==> src/rtl/i2c_pkg.sv <==
// Types, constants and register codes of the im2col address generator.
package i2c_pkg;

	// Convolution geometry held fixed at build time
	localparam int DILATION_ROWS    = 1;
	localparam int DILATION_COLS    = 1;
	localparam int MAX_IMAGE_DIM    = 4096;
	localparam int OFFSET_BITS_DEF  = 32;

	// Field widths
	localparam int DIM_W     = 13;
	localparam int KER_W     = 5;
	localparam int PAD_W     = 4;
	localparam int STR_W     = 5;
	localparam int CH_W      = 11;
	localparam int CHIDX_W   = 10;
	localparam int TAP_W     = 4;
	localparam int CFG_W     = 13;
	localparam int CFG_IDX_W = 3;
	localparam int IN_DATA_W = 16;

	// Limits
	localparam int MAX_CHANNELS = 1024;
	localparam int MAX_KERNEL   = 16;
	localparam int OUT_DIM_MAX  = 8191;
	localparam logic [16:0] MAX_DIM_V = 17'(MAX_IMAGE_DIM);

	// Output-size arithmetic: numerator, divider and tap positions
	localparam int NUM_W     = 16;
	localparam int DIV_W     = 14;
	localparam int DIV_CNT_W = 4;
	localparam int POS_W     = 19;

	// Configuration register indexes
	typedef enum logic [CFG_IDX_W-1:0] {
		REG_IMAGE_HEIGHT = 3'd0,
		REG_IMAGE_WIDTH  = 3'd1,
		REG_KERNEL_ROWS  = 3'd2,
		REG_KERNEL_COLS  = 3'd3,
		REG_PAD_ROWS     = 3'd4,
		REG_PAD_COLS     = 3'd5,
		REG_STRIDE_ROWS  = 3'd6,
		REG_STRIDE_COLS  = 3'd7
	} cfg_reg_t;

	// Controller to datapath
	typedef struct packed {
		logic accept_restart;
		logic accept_advance;
		logic div_load;
		logic div_cols;
		logic div_step;
		logic save_rows;
		logic commit;
		logic emit_error;
		logic emit_addr;
	} dp_cmd_t;

	// Datapath to controller
	typedef struct packed {
		logic walk_active;
		logic out_free;
		logic setup_error;
	} dp_status_t;

endpackage

==> src/rtl/i2c_ctrl.sv <==
// Controller state machine: sequences restarts, the shared divider and word emission.
module i2c_ctrl (
	input  logic               clk,
	input  logic               arst_n,
	input  logic               in_valid,
	input  logic               in_restart,
	output logic               in_ready,
	output i2c_pkg::dp_cmd_t   cmd,
	input  i2c_pkg::dp_status_t status
);
	import i2c_pkg::*;

	typedef enum logic [2:0] {
		ST_IDLE,
		ST_DIV_ROWS,
		ST_SAVE_ROWS,
		ST_DIV_COLS,
		ST_COMMIT,
		ST_EMIT
	} state_t;

	state_t               state_q;
	logic [DIV_CNT_W-1:0] cnt_q;
	logic                 accept;
	logic                 div_last;

	assign in_ready = (state_q == ST_IDLE);
	assign accept   = in_valid & in_ready;
	assign div_last = (cnt_q == DIV_CNT_W'(DIV_W - 1));

	// Decode commands from the current state
	always_comb begin
		cmd = '0;
		case (state_q)
			ST_IDLE: begin
				if (accept && in_restart) begin
					cmd.accept_restart = 1'b1;
					cmd.div_load       = 1'b1;
				end else if (accept && status.walk_active) begin
					cmd.accept_advance = 1'b1;
				end
			end
			ST_DIV_ROWS: cmd.div_step = 1'b1;
			ST_SAVE_ROWS: begin
				cmd.save_rows = 1'b1;
				cmd.div_load  = 1'b1;
				cmd.div_cols  = 1'b1;
			end
			ST_DIV_COLS: cmd.div_step = 1'b1;
			ST_COMMIT: begin
				cmd.commit     = 1'b1;
				cmd.emit_error = status.setup_error & status.out_free;
			end
			ST_EMIT: cmd.emit_addr = status.out_free;
			default: cmd = '0;
		endcase
	end

	// Advance state and step count
	always_ff @(posedge clk or negedge arst_n) begin
		if (!arst_n) begin
			state_q <= ST_IDLE;
			cnt_q   <= '0;
		end else begin
			case (state_q)
				ST_IDLE: begin
					cnt_q <= '0;
					if (accept && in_restart) begin
						state_q <= ST_DIV_ROWS;
					end else if (accept && status.walk_active) begin
						state_q <= ST_EMIT;
					end
				end
				ST_DIV_ROWS: begin
					if (div_last) begin
						cnt_q   <= '0;
						state_q <= ST_SAVE_ROWS;
					end else begin
						cnt_q <= cnt_q + DIV_CNT_W'(1);
					end
				end
				ST_SAVE_ROWS: state_q <= ST_DIV_COLS;
				ST_DIV_COLS: begin
					if (div_last) begin
						cnt_q   <= '0;
						state_q <= ST_COMMIT;
					end else begin
						cnt_q <= cnt_q + DIV_CNT_W'(1);
					end
				end
				ST_COMMIT: begin
					if (!status.setup_error || status.out_free) begin
						state_q <= ST_IDLE;
					end
				end
				ST_EMIT: begin
					if (status.out_free) begin
						state_q <= ST_IDLE;
					end
				end
				default: state_q <= ST_IDLE;
			endcase
		end
	end

endmodule

==> src/rtl/i2c_datapath.sv <==
// Datapath: configuration registers, output-size divider, walk counters and offset arithmetic.
module i2c_datapath #(
	parameter int OFFSET_BITS = i2c_pkg::OFFSET_BITS_DEF
) (
	input  logic                          clk,
	input  logic                          arst_n,
	input  logic                          cfg_we,
	input  logic [i2c_pkg::CFG_IDX_W-1:0] cfg_index,
	input  logic [i2c_pkg::CFG_W-1:0]     cfg_data,
	input  logic [i2c_pkg::CH_W-1:0]      in_channels,
	input  i2c_pkg::dp_cmd_t              cmd,
	output i2c_pkg::dp_status_t           status,
	output logic                          out_valid,
	input  logic                          out_ready,
	output logic [OFFSET_BITS-1:0]        out_offset,
	output logic                          out_zero_fill,
	output logic                          out_last,
	output logic                          out_error
);
	import i2c_pkg::*;

	// Configuration registers
	logic [DIM_W-1:0] height_q, width_q;
	logic [KER_W-1:0] krows_q, kcols_q;
	logic [PAD_W-1:0] prows_q, pcols_q;
	logic [STR_W-1:0] srows_q, scols_q;

	// Walk state
	logic [CH_W-1:0]        chans_q;
	logic [DIM_W-1:0]       out_height_q, out_width_q;
	logic [CHIDX_W-1:0]     ch_idx_q;
	logic [TAP_W-1:0]       tap_row_q, tap_col_q;
	logic [DIM_W-1:0]       orow_q, ocol_q;
	logic [OFFSET_BITS-1:0] base_q;
	logic                   walk_active_q;
	logic [2*DIM_W-1:0]     plane;

	// Divider and row-axis result
	logic [STR_W-1:0]  div_rem_q;
	logic [DIV_W-1:0]  div_quo_q;
	logic              div_cols_q;
	logic              rows_ok_q;
	logic [DIM_W-1:0]  rows_dim_q;

	// Address stage
	logic [POS_W-1:0]       row_s1, col_s1;
	logic                   fin_s1;
	logic [OFFSET_BITS-1:0] base_s1;

	// Output register
	logic                   out_valid_q;
	logic [OFFSET_BITS-1:0] out_offset_q;
	logic                   out_zero_q, out_last_q, out_err_q;

	// Output-size numerators for both axes
	logic [NUM_W-1:0]        span_rows, span_cols;
	logic signed [NUM_W-1:0] num_rows, num_cols, num_sel;
	logic [NUM_W-1:0]        mag_sel;
	logic                    pre_ok_rows, pre_ok_cols, pre_ok_sel;
	logic [STR_W-1:0]        stride_sel;
	logic                    ax_ok;
	logic [DIM_W-1:0]        ax_dim;
	logic [STR_W:0]          div_trial;
	logic                    div_fit;

	always_comb begin
		span_rows = NUM_W'(DILATION_ROWS) * NUM_W'(krows_q - KER_W'(1)) + NUM_W'(1);
		span_cols = NUM_W'(DILATION_COLS) * NUM_W'(kcols_q - KER_W'(1)) + NUM_W'(1);
		num_rows  = $signed(NUM_W'(height_q)) + $signed(NUM_W'({prows_q, 1'b0}))
			- $signed(span_rows);
		num_cols  = $signed(NUM_W'(width_q)) + $signed(NUM_W'({pcols_q, 1'b0}))
			- $signed(span_cols);
		pre_ok_rows = (height_q != '0) && ({4'd0, height_q} <= MAX_DIM_V)
			&& (krows_q != '0) && (krows_q <= KER_W'(MAX_KERNEL)) && (srows_q != '0);
		pre_ok_cols = (width_q != '0) && ({4'd0, width_q} <= MAX_DIM_V)
			&& (kcols_q != '0) && (kcols_q <= KER_W'(MAX_KERNEL)) && (scols_q != '0);
		num_sel    = div_cols_q ? num_cols : num_rows;
		pre_ok_sel = div_cols_q ? pre_ok_cols : pre_ok_rows;
		stride_sel = div_cols_q ? scols_q : srows_q;
		mag_sel    = NUM_W'(-num_sel);
		// A negative numerator truncates to zero only while it is smaller than the stride
		if (num_sel[NUM_W-1]) begin
			ax_ok  = pre_ok_sel && (mag_sel < NUM_W'(stride_sel));
			ax_dim = DIM_W'(1);
		end else begin
			ax_ok  = pre_ok_sel && (div_quo_q <= DIV_W'(OUT_DIM_MAX - 1));
			ax_dim = DIM_W'(div_quo_q + DIV_W'(1));
		end
		div_trial = {div_rem_q, div_quo_q[DIV_W-1]};
		div_fit   = (div_trial >= {1'b0, stride_sel});
	end

	// Plane size of the current image setting, added to the base at each channel step
	assign plane = (2*DIM_W)'(height_q) * (2*DIM_W)'(width_q);

	// Tap position of the current counters
	logic [POS_W-1:0] row_now, col_now;
	logic             fin_now;

	always_comb begin
		row_now = POS_W'(orow_q) * POS_W'(srows_q)
			+ POS_W'(tap_row_q) * POS_W'(DILATION_ROWS) - POS_W'(prows_q);
		col_now = POS_W'(ocol_q) * POS_W'(scols_q)
			+ POS_W'(tap_col_q) * POS_W'(DILATION_COLS) - POS_W'(pcols_q);
		fin_now = (CH_W'({1'b0, ch_idx_q}) + CH_W'(1) == chans_q)
			&& (KER_W'({1'b0, tap_row_q}) + KER_W'(1) == krows_q)
			&& (KER_W'({1'b0, tap_col_q}) + KER_W'(1) == kcols_q)
			&& (orow_q + DIM_W'(1) == out_height_q)
			&& (ocol_q + DIM_W'(1) == out_width_q);
	end

	// Offset of the staged tap
	logic                   tap_in_image;
	logic [2*DIM_W-1:0]     row_lin;
	logic [OFFSET_BITS-1:0] offset_calc;
	logic                   out_free;

	always_comb begin
		tap_in_image = !row_s1[POS_W-1] && (row_s1 < POS_W'(height_q))
			&& !col_s1[POS_W-1] && (col_s1 < POS_W'(width_q));
		row_lin = (2*DIM_W)'(row_s1[DIM_W-1:0]) * (2*DIM_W)'(width_q);
		offset_calc = base_s1 + OFFSET_BITS'(row_lin) + OFFSET_BITS'(col_s1[DIM_W-1:0]);
	end

	assign out_free = !out_valid_q || out_ready;

	// Configuration, walk counters and output valid
	always_ff @(posedge clk or negedge arst_n) begin
		if (!arst_n) begin
			height_q      <= DIM_W'(1);
			width_q       <= DIM_W'(1);
			krows_q       <= KER_W'(1);
			kcols_q       <= KER_W'(1);
			prows_q       <= '0;
			pcols_q       <= '0;
			srows_q       <= STR_W'(1);
			scols_q       <= STR_W'(1);
			chans_q       <= '0;
			out_height_q  <= '0;
			out_width_q   <= '0;
			ch_idx_q      <= '0;
			tap_row_q     <= '0;
			tap_col_q     <= '0;
			orow_q        <= '0;
			ocol_q        <= '0;
			base_q        <= '0;
			walk_active_q <= 1'b0;
			out_valid_q   <= 1'b0;
		end else begin
			if (cfg_we) begin
				case (cfg_reg_t'(cfg_index))
					REG_IMAGE_HEIGHT: height_q <= cfg_data;
					REG_IMAGE_WIDTH:  width_q  <= cfg_data;
					REG_KERNEL_ROWS:  krows_q  <= cfg_data[KER_W-1:0];
					REG_KERNEL_COLS:  kcols_q  <= cfg_data[KER_W-1:0];
					REG_PAD_ROWS:     prows_q  <= cfg_data[PAD_W-1:0];
					REG_PAD_COLS:     pcols_q  <= cfg_data[PAD_W-1:0];
					REG_STRIDE_ROWS:  srows_q  <= cfg_data[STR_W-1:0];
					REG_STRIDE_COLS:  scols_q  <= cfg_data[STR_W-1:0];
					default: ;
				endcase
			end

			// Restart: drop the running walk and latch the channel count
			if (cmd.accept_restart) begin
				chans_q       <= (in_channels > CH_W'(MAX_CHANNELS)) ?
					CH_W'(MAX_CHANNELS) : in_channels;
				ch_idx_q      <= '0;
				tap_row_q     <= '0;
				tap_col_q     <= '0;
				orow_q        <= '0;
				ocol_q        <= '0;
				base_q        <= '0;
				walk_active_q <= 1'b0;
			end

			// Commit output sizes, or clear them on an unusable setup
			if (cmd.commit) begin
				if (rows_ok_q && ax_ok) begin
					out_height_q  <= rows_dim_q;
					out_width_q   <= ax_dim;
					walk_active_q <= (chans_q != '0);
				end else begin
					out_height_q  <= '0;
					out_width_q   <= '0;
					chans_q       <= '0;
					walk_active_q <= 1'b0;
				end
			end

			// Advance the walk, output column innermost
			if (cmd.accept_advance) begin
				if (fin_now) begin
					walk_active_q <= 1'b0;
				end else if (ocol_q + DIM_W'(1) < out_width_q) begin
					ocol_q <= ocol_q + DIM_W'(1);
				end else begin
					ocol_q <= '0;
					if (orow_q + DIM_W'(1) < out_height_q) begin
						orow_q <= orow_q + DIM_W'(1);
					end else begin
						orow_q <= '0;
						if (KER_W'({1'b0, tap_col_q}) + KER_W'(1) < kcols_q) begin
							tap_col_q <= tap_col_q + TAP_W'(1);
						end else begin
							tap_col_q <= '0;
							if (KER_W'({1'b0, tap_row_q}) + KER_W'(1) < krows_q) begin
								tap_row_q <= tap_row_q + TAP_W'(1);
							end else begin
								tap_row_q <= '0;
								ch_idx_q  <= ch_idx_q + CHIDX_W'(1);
								base_q    <= base_q + OFFSET_BITS'(plane);
							end
						end
					end
				end
			end

			if (cmd.emit_addr || cmd.emit_error) begin
				out_valid_q <= 1'b1;
			end else if (out_ready) begin
				out_valid_q <= 1'b0;
			end
		end
	end

	// Divider, staged tap and output word
	always_ff @(posedge clk) begin
		if (cmd.div_load) begin
			div_rem_q  <= '0;
			div_quo_q  <= cmd.div_cols ? num_cols[DIV_W-1:0] : num_rows[DIV_W-1:0];
			div_cols_q <= cmd.div_cols;
		end else if (cmd.div_step) begin
			div_rem_q <= div_fit ? STR_W'(div_trial - {1'b0, stride_sel})
				: div_trial[STR_W-1:0];
			div_quo_q <= {div_quo_q[DIV_W-2:0], div_fit};
		end
		if (cmd.save_rows) begin
			rows_ok_q  <= ax_ok;
			rows_dim_q <= ax_dim;
		end
		if (cmd.accept_advance) begin
			row_s1  <= row_now;
			col_s1  <= col_now;
			fin_s1  <= fin_now;
			base_s1 <= base_q;
		end
		if (cmd.emit_error) begin
			out_offset_q <= '0;
			out_zero_q   <= 1'b0;
			out_last_q   <= 1'b0;
			out_err_q    <= 1'b1;
		end else if (cmd.emit_addr) begin
			out_offset_q <= tap_in_image ? offset_calc : '0;
			out_zero_q   <= !tap_in_image;
			out_last_q   <= fin_s1;
			out_err_q    <= 1'b0;
		end
	end

	assign status.walk_active = walk_active_q;
	assign status.out_free    = out_free;
	assign status.setup_error = !(rows_ok_q && ax_ok);

	assign out_valid     = out_valid_q;
	assign out_offset    = out_offset_q;
	assign out_zero_fill = out_zero_q;
	assign out_last      = out_last_q;
	assign out_error     = out_err_q;

endmodule

==> src/rtl/im2col_address_generator.sv <==
// Top level of the im2col address generator: stream ports, controller and datapath.
//
//  port group   | dir | tdata                      | tuser                          | tlast
//  s_axis_*     | in  | [10:0] channel_count       | [0] restart                    | -
//  m_axis_*     | out | [OFFSET_BITS-1:0] offset   | [0] zero_fill, [1] config_error | last
//  cfg_*        | in  | cfg_we, cfg_index, cfg_data: one register write per cycle
//
// An advance word first stages the tap position; once the output is free it forms the offset
// with the row-times-width product and loads the output register.
// A restart word runs the shared divider: 14 steps per axis, one bit a step.
// Reset restores the register defaults and leaves the walk idle.
// A stalled output holds its word; the block waits for it before loading the next.
module im2col_address_generator #(
	parameter int OFFSET_BITS = i2c_pkg::OFFSET_BITS_DEF
) (
	input  logic                                 clk,
	input  logic                                 arst_n,
	input  logic                                 s_axis_tvalid,
	output logic                                 s_axis_tready,
	input  logic [i2c_pkg::IN_DATA_W-1:0]        s_axis_tdata,  // [10:0] channel_count
	input  logic [0:0]                           s_axis_tuser,  // [0] restart
	output logic                                 m_axis_tvalid,
	input  logic                                 m_axis_tready,
	output logic [((OFFSET_BITS+7)/8)*8-1:0]     m_axis_tdata,  // source_offset
	output logic                                 m_axis_tlast,
	output logic [1:0]                           m_axis_tuser,  // [0] zero_fill, [1] config_error
	input  logic                                 cfg_we,
	input  logic [i2c_pkg::CFG_IDX_W-1:0]        cfg_index,
	input  logic [i2c_pkg::CFG_W-1:0]            cfg_data
);
	import i2c_pkg::*;

	localparam int OUT_DATA_W = ((OFFSET_BITS + 7) / 8) * 8;

	dp_cmd_t                cmd;
	dp_status_t             status;
	logic [OFFSET_BITS-1:0] offset;
	logic                   zero_fill, config_error;

	i2c_ctrl u_ctrl (
		.clk        (clk),
		.arst_n     (arst_n),
		.in_valid   (s_axis_tvalid),
		.in_restart (s_axis_tuser[0]),
		.in_ready   (s_axis_tready),
		.cmd        (cmd),
		.status     (status)
	);

	i2c_datapath #(
		.OFFSET_BITS (OFFSET_BITS)
	) u_datapath (
		.clk           (clk),
		.arst_n        (arst_n),
		.cfg_we        (cfg_we),
		.cfg_index     (cfg_index),
		.cfg_data      (cfg_data),
		.in_channels   (s_axis_tdata[CH_W-1:0]),
		.cmd           (cmd),
		.status        (status),
		.out_valid     (m_axis_tvalid),
		.out_ready     (m_axis_tready),
		.out_offset    (offset),
		.out_zero_fill (zero_fill),
		.out_last      (m_axis_tlast),
		.out_error     (config_error)
	);

	assign m_axis_tdata = OUT_DATA_W'(offset);
	assign m_axis_tuser = {config_error, zero_fill};

endmodule

==> config.mk <==
export PLATFORM = sky130hd
export DESIGN_NAME = im2col_address_generator
export DESIGN_NICKNAME = d
export VERILOG_FILES = /design/src/rtl/i2c_pkg.sv /design/src/rtl/i2c_ctrl.sv /design/src/rtl/i2c_datapath.sv /design/src/rtl/im2col_address_generator.sv
export SDC_FILE = /design/constraint.sdc
export NUM_CORES = 2
export LEC_CHECK = 0
export ABC_AREA = 1
export BUFFER_PORTS_ARGS = -buffer_cell sky130_fd_sc_hd__buf_2
export CORE_MARGIN = 10
export CORE_UTILIZATION = 40
export CTS_CLUSTER_SIZE = 10
export DETAILED_ROUTE_END_ITERATION = 10
export HOLD_SLACK_MARGIN = 0.15
export PLACE_DENSITY = 0.62
export SYNTH_ARGS = -nofsm -noshare
export SYNTH_HDL_FRONTEND = slang
export SYNTH_SLANG_ARGS = --single-unit
==> constraint.sdc <==
create_clock -name clk -period 18.3 [get_ports clk]
set_input_delay 0.915 -clock clk [delete_from_list [all_inputs] [get_ports clk]]
set_output_delay 0.915 -clock clk [all_outputs]
set_load 0.05 [all_outputs]
==> flow_metrics.py <==
metrics = {
    "run_status": {
        "result_of_the_run": "finished, final reports clean",
    },
    "yosys": {
        "synth_top_cell_area_share_pct": 20.6,
        "biggest_area_consumer_among_synthesized_cells": "fa_1",
        "asyncSetResetFlopFracSynth_pct": 55.7,
        "mappedNetlistNets": 5604,
        "synth-edff-count": 100,
        "synth_top_cells_by_area": "fa_1, ha_1, nand2_1",
        "ys_dominant_reg_cell": "dfrtp_1",
        "synth_top_cells_by_count": "nand2_1, inv_1, ha_1",
        "yosys_warnings": 0,
        "syn-mean-instance-area_um2": 7.83,
        "synth.ff_latch_count": 316,
        "synth.distinct_cells": 69,
        "synthesis.area_um2": 37400,
        "top_count_cell_post_synth": "nand2_1",
        "synth-seq-area-share_pct": 22.0,
        "syn-instance-count": 4774,
    },
    "grt": {
        "track_usage_pct": 18.4,
        "grt_start_max_net_pins": 72,
        "grt_first_pass_wirelength_um": 160000,
        "vias_in_the_first_global_route": 29884,
        "global_route.overflow_total": 0,
        "antenna_found_initial": 1,
    },
    "finish": {
        "layout.nets": 5570,
        "final.fill_count": 9477,
        "drive_above_1_share_pct": 4.74,
        "synthToLayoutAreaGrowth_pct": 7.11,
        "final_design_area_no_fill_um2": 40000,
        "utilization_of_the_core_after_routing_pct": 43.0,
        "fin_cells": 6025,
    },
    "sta": {
        "timing.final.ws_setup_ns": 11.31,
        "timing_hold_violations_final": 0,
        "relSlewSlack_pct": 32.5,
        "maxClockFrequency_ghz": 0.143,
        "maxSlewViolCount": 0,
        "fin_crit_ns": 6.99,
        "worst_clock_skew_ns": 0.0328,
        "count_of_endpoints_failing_setup_in_the_final_report": 0,
        "rsz0062_at_grt": "no",
        "worst-slew-pin-transition_ns": 1.01,
        "aggregate_negative_setup_slack_ns": 0,
        "fin_crit_sh_pct": 38.2,
    },
    "critical_path": {
        "timing.rr.start": "u_datapath.width_q[10]",
        "cp_top_family": "adder cells",
        "slowest_cell_on_crit_path": "dfrtp_2",
        "cp-start-kind": "register",
        "rr_endpoint": "u_datapath.base_q[31]",
        "setup.reg_to_reg.worst_slack_ns": 11.31,
        "worstSetupPathDepth": 20,
        "criticalPathCategory": "reg -> reg",
        "critical_path_buf_inv_count": 3,
        "worst-r2r-cell-count": 20,
        "critical_path_cell_list": "nand2_1 -> fa_1 -> fa_1 -> inv_1 -> fa_1 -> fa_1 -> fa_1 -> inv_1 -> fa_1 -> inv_1 -> ha_1 -> a21oi_1 -> o21ai_0 -> a21oi_1 -> o311ai_0 -> nand3_1 -> a21oi_1 -> nand3_1 -> nand2_1 -> o21ai_0",
        "critPathCaptureType": "register",
        "max_stage_delay_ns": 0.98,
        "most_frequent_cell_on_the_critical_path": "fa_1",
        "critPathLaunch": "u_datapath.width_q[10]",
        "critical_path_arrival_ns": 7.46,
        "required_ns": 18.76,
        "worstPathMaxFanout": 32,
        "critPathCapture": "u_datapath.base_q[31]",
    },
    "clocking": {
        "number_of_buffers_created_by_cts": 40,
        "clock_path_buffers": 3,
        "ctsResizeCount": 0,
        "cts_sinks": 316,
        "clk-insertion-delay-late_ns": 0.59,
        "cts-htree-levels": 2,
        "cts_hold_repair.buffers": 0,
        "root_buffer": "clkbuf_16",
        "postCtsSetupBuffers": 0,
        "clock_tree_from_tritoncts": "done",
        "path_clk_slew_ns": 0.06,
    },
    "drt": {
        "dr_total_vias": 29806,
        "firstDrtPassIters": 5,
        "drt-total-wl_um": 98200,
        "route.detailed.vias_per_inst": 4.95,
        "wl_per_cell_um": 16.3,
        "drtAntennaViolNets": 0,
        "initialDrtViolationCount": 1827,
        "drc": 0,
    },
    "floorplanning": {
        "dieArea_um2": 106000,
        "rows": 112,
        "io-pin-count": 75,
        "core_um2": 93000,
        "die_w_um": 326,
        "initial_utilization_pct": 40.2,
        "die_height_um": 326,
    },
    "pwr": {
        "powerDensity_nw_per_um2": 181,
        "share_clk_of_total_power_pct": 10.5,
        "pwr-share-seq_pct": 14.7,
        "p_comb_share_pct": 74.8,
        "irDropWorstVdd_uv": 250,
        "p_sw_uw": 3890,
        "power.switching_fraction_pct": 53.6,
        "power.leakage_uw": 0.0214,
        "internal_power_uw": 3370,
    },
    "placed_design": {
        "preCtsSetupSlack_ns": 11.30,
        "gp_congestion": 0.883,
        "dpl.cell_count": 5952,
        "place.port_buffers": 69,
        "detailedPlacementHpwl_um": 77200,
        "placedInstanceArea_um2": 38800,
    },
    "run": {
        "max_cap_violations": 0,
    },
    "hold_path": {
        "worst_hold_path_type": "in -> async",
    },
}
layer usage:
metal	global-route usage [%]	wire (um)	up-vias
met4	5.12	2560	0
met5	0	0	-
li1	-	-	14714
met3	2.22	4370	121
met2	31.4	46900	615
met1	24.5	44400	14356
how the worst min path moves through the flow:
stage | from | to | cells after the start | slack (ns)
after floorplan | u_datapath.base_q[12] | u_datapath.base_s1[12] | 0 | 0.42
after global placement | u_datapath.base_q[12] | u_datapath.base_s1[12] | 0 | 0.43
after detailed placement | u_datapath.base_q[25] | u_datapath.base_s1[25] | 0 | 0.43
after CTS | arst_n | u_ctrl.cnt_q[2] | 1 | 0.28
after global routing | arst_n | u_ctrl.cnt_q[2] | 1 | 0.30
final | arst_n | u_ctrl.cnt_q[2] | 1 | 0.27
kinds of logic after synthesis:
logic type | count (synthesis) | share of synthesized area, %
simple gates | 1715 | 19.2
fa+ha+maj | 792 | 34.2
buf+inv | 1279 | 13.0
flops | 316 | 22.0
xor+xnor | 138 | 3.25
compound gates | 530 | 8.15
mux | 4 | 0.110
final cells by class:
class                      instances  area, um^2  share of cell area [%]
antenna                            1        2.50                 0.00625
clock buffer                      65        1150                    2.88
clock inverter                     7        70.1                   0.175
inverter                        1110        4170                    10.4
multi-input combinational       3179       24300                    60.7
sequential                       316        8220                    20.5
tap                             1254        1570                    3.92
timing repair buffer              93         534                    1.33
power by group through the flow:
stage                     clock network, uW  registers, uW  logic (uW)
after global placement                    0           1070        5390
after detailed placement                  0           1080        5430
after global routing                    802           1080        6260
final                                   759           1070        5430
after floorplan                           0            984        4230
after CTS                               776           1060        5470
state kept, by name, summed over array words and instances (netlist names), 10 cells and up:
register / count
u_datapath.width_q: 13
u_datapath.row_s1: 19
u_datapath.col_s1: 19
u_datapath.ch_idx_q: 10
u_datapath.base_s1: 32
u_datapath.base_q: 32
u_datapath.rows_dim_q: 13
u_datapath.height_q: 13
u_datapath.ocol_q: 13
u_datapath.div_quo_q: 14
u_datapath.orow_q: 13
u_datapath.out_offset: 32
u_datapath.chans_q: 11
u_datapath.out_height_q: 13
u_datapath.out_width_q: 13
through the flow:
| step | total power, uW | hold slack [ns] |
|---|---|---|
| detailed placement | 6500 | 0.431 |
| global route | 8150 | 0.296 |
| global placement | 6460 | 0.434 |
| floorplan | 5220 | 0.425 |
| finish | 7260 | 0.272 |
| CTS | 7310 | 0.275 |
worst register-to-register path, delay by kind of cell (launching register included):
kind                     cells  cell delay, ns
flip-flops                   1            0.98
adder cells (fa/ha/maj)      7            3.51
buffers and inverters        3            0.16
AO/OA/AOI/OAI                6            1.65
AND/OR/NAND/NOR              4            0.58
layout by cell type (no fill, tap or decap), types with 46 or more instances in the layout:
master	instances
nand2_1	1143
inv_1	1092
ha_1	407
fa_1	385
nand3_1	237
nor2_1	180
o21ai_0	176
a21oi_1	173
dfrtp_1	169
edfxtp_1	100
xor2_1	91
buf_2	68
xnor2_1	46
No activity file was read; power rests on OpenSTA's default activity.
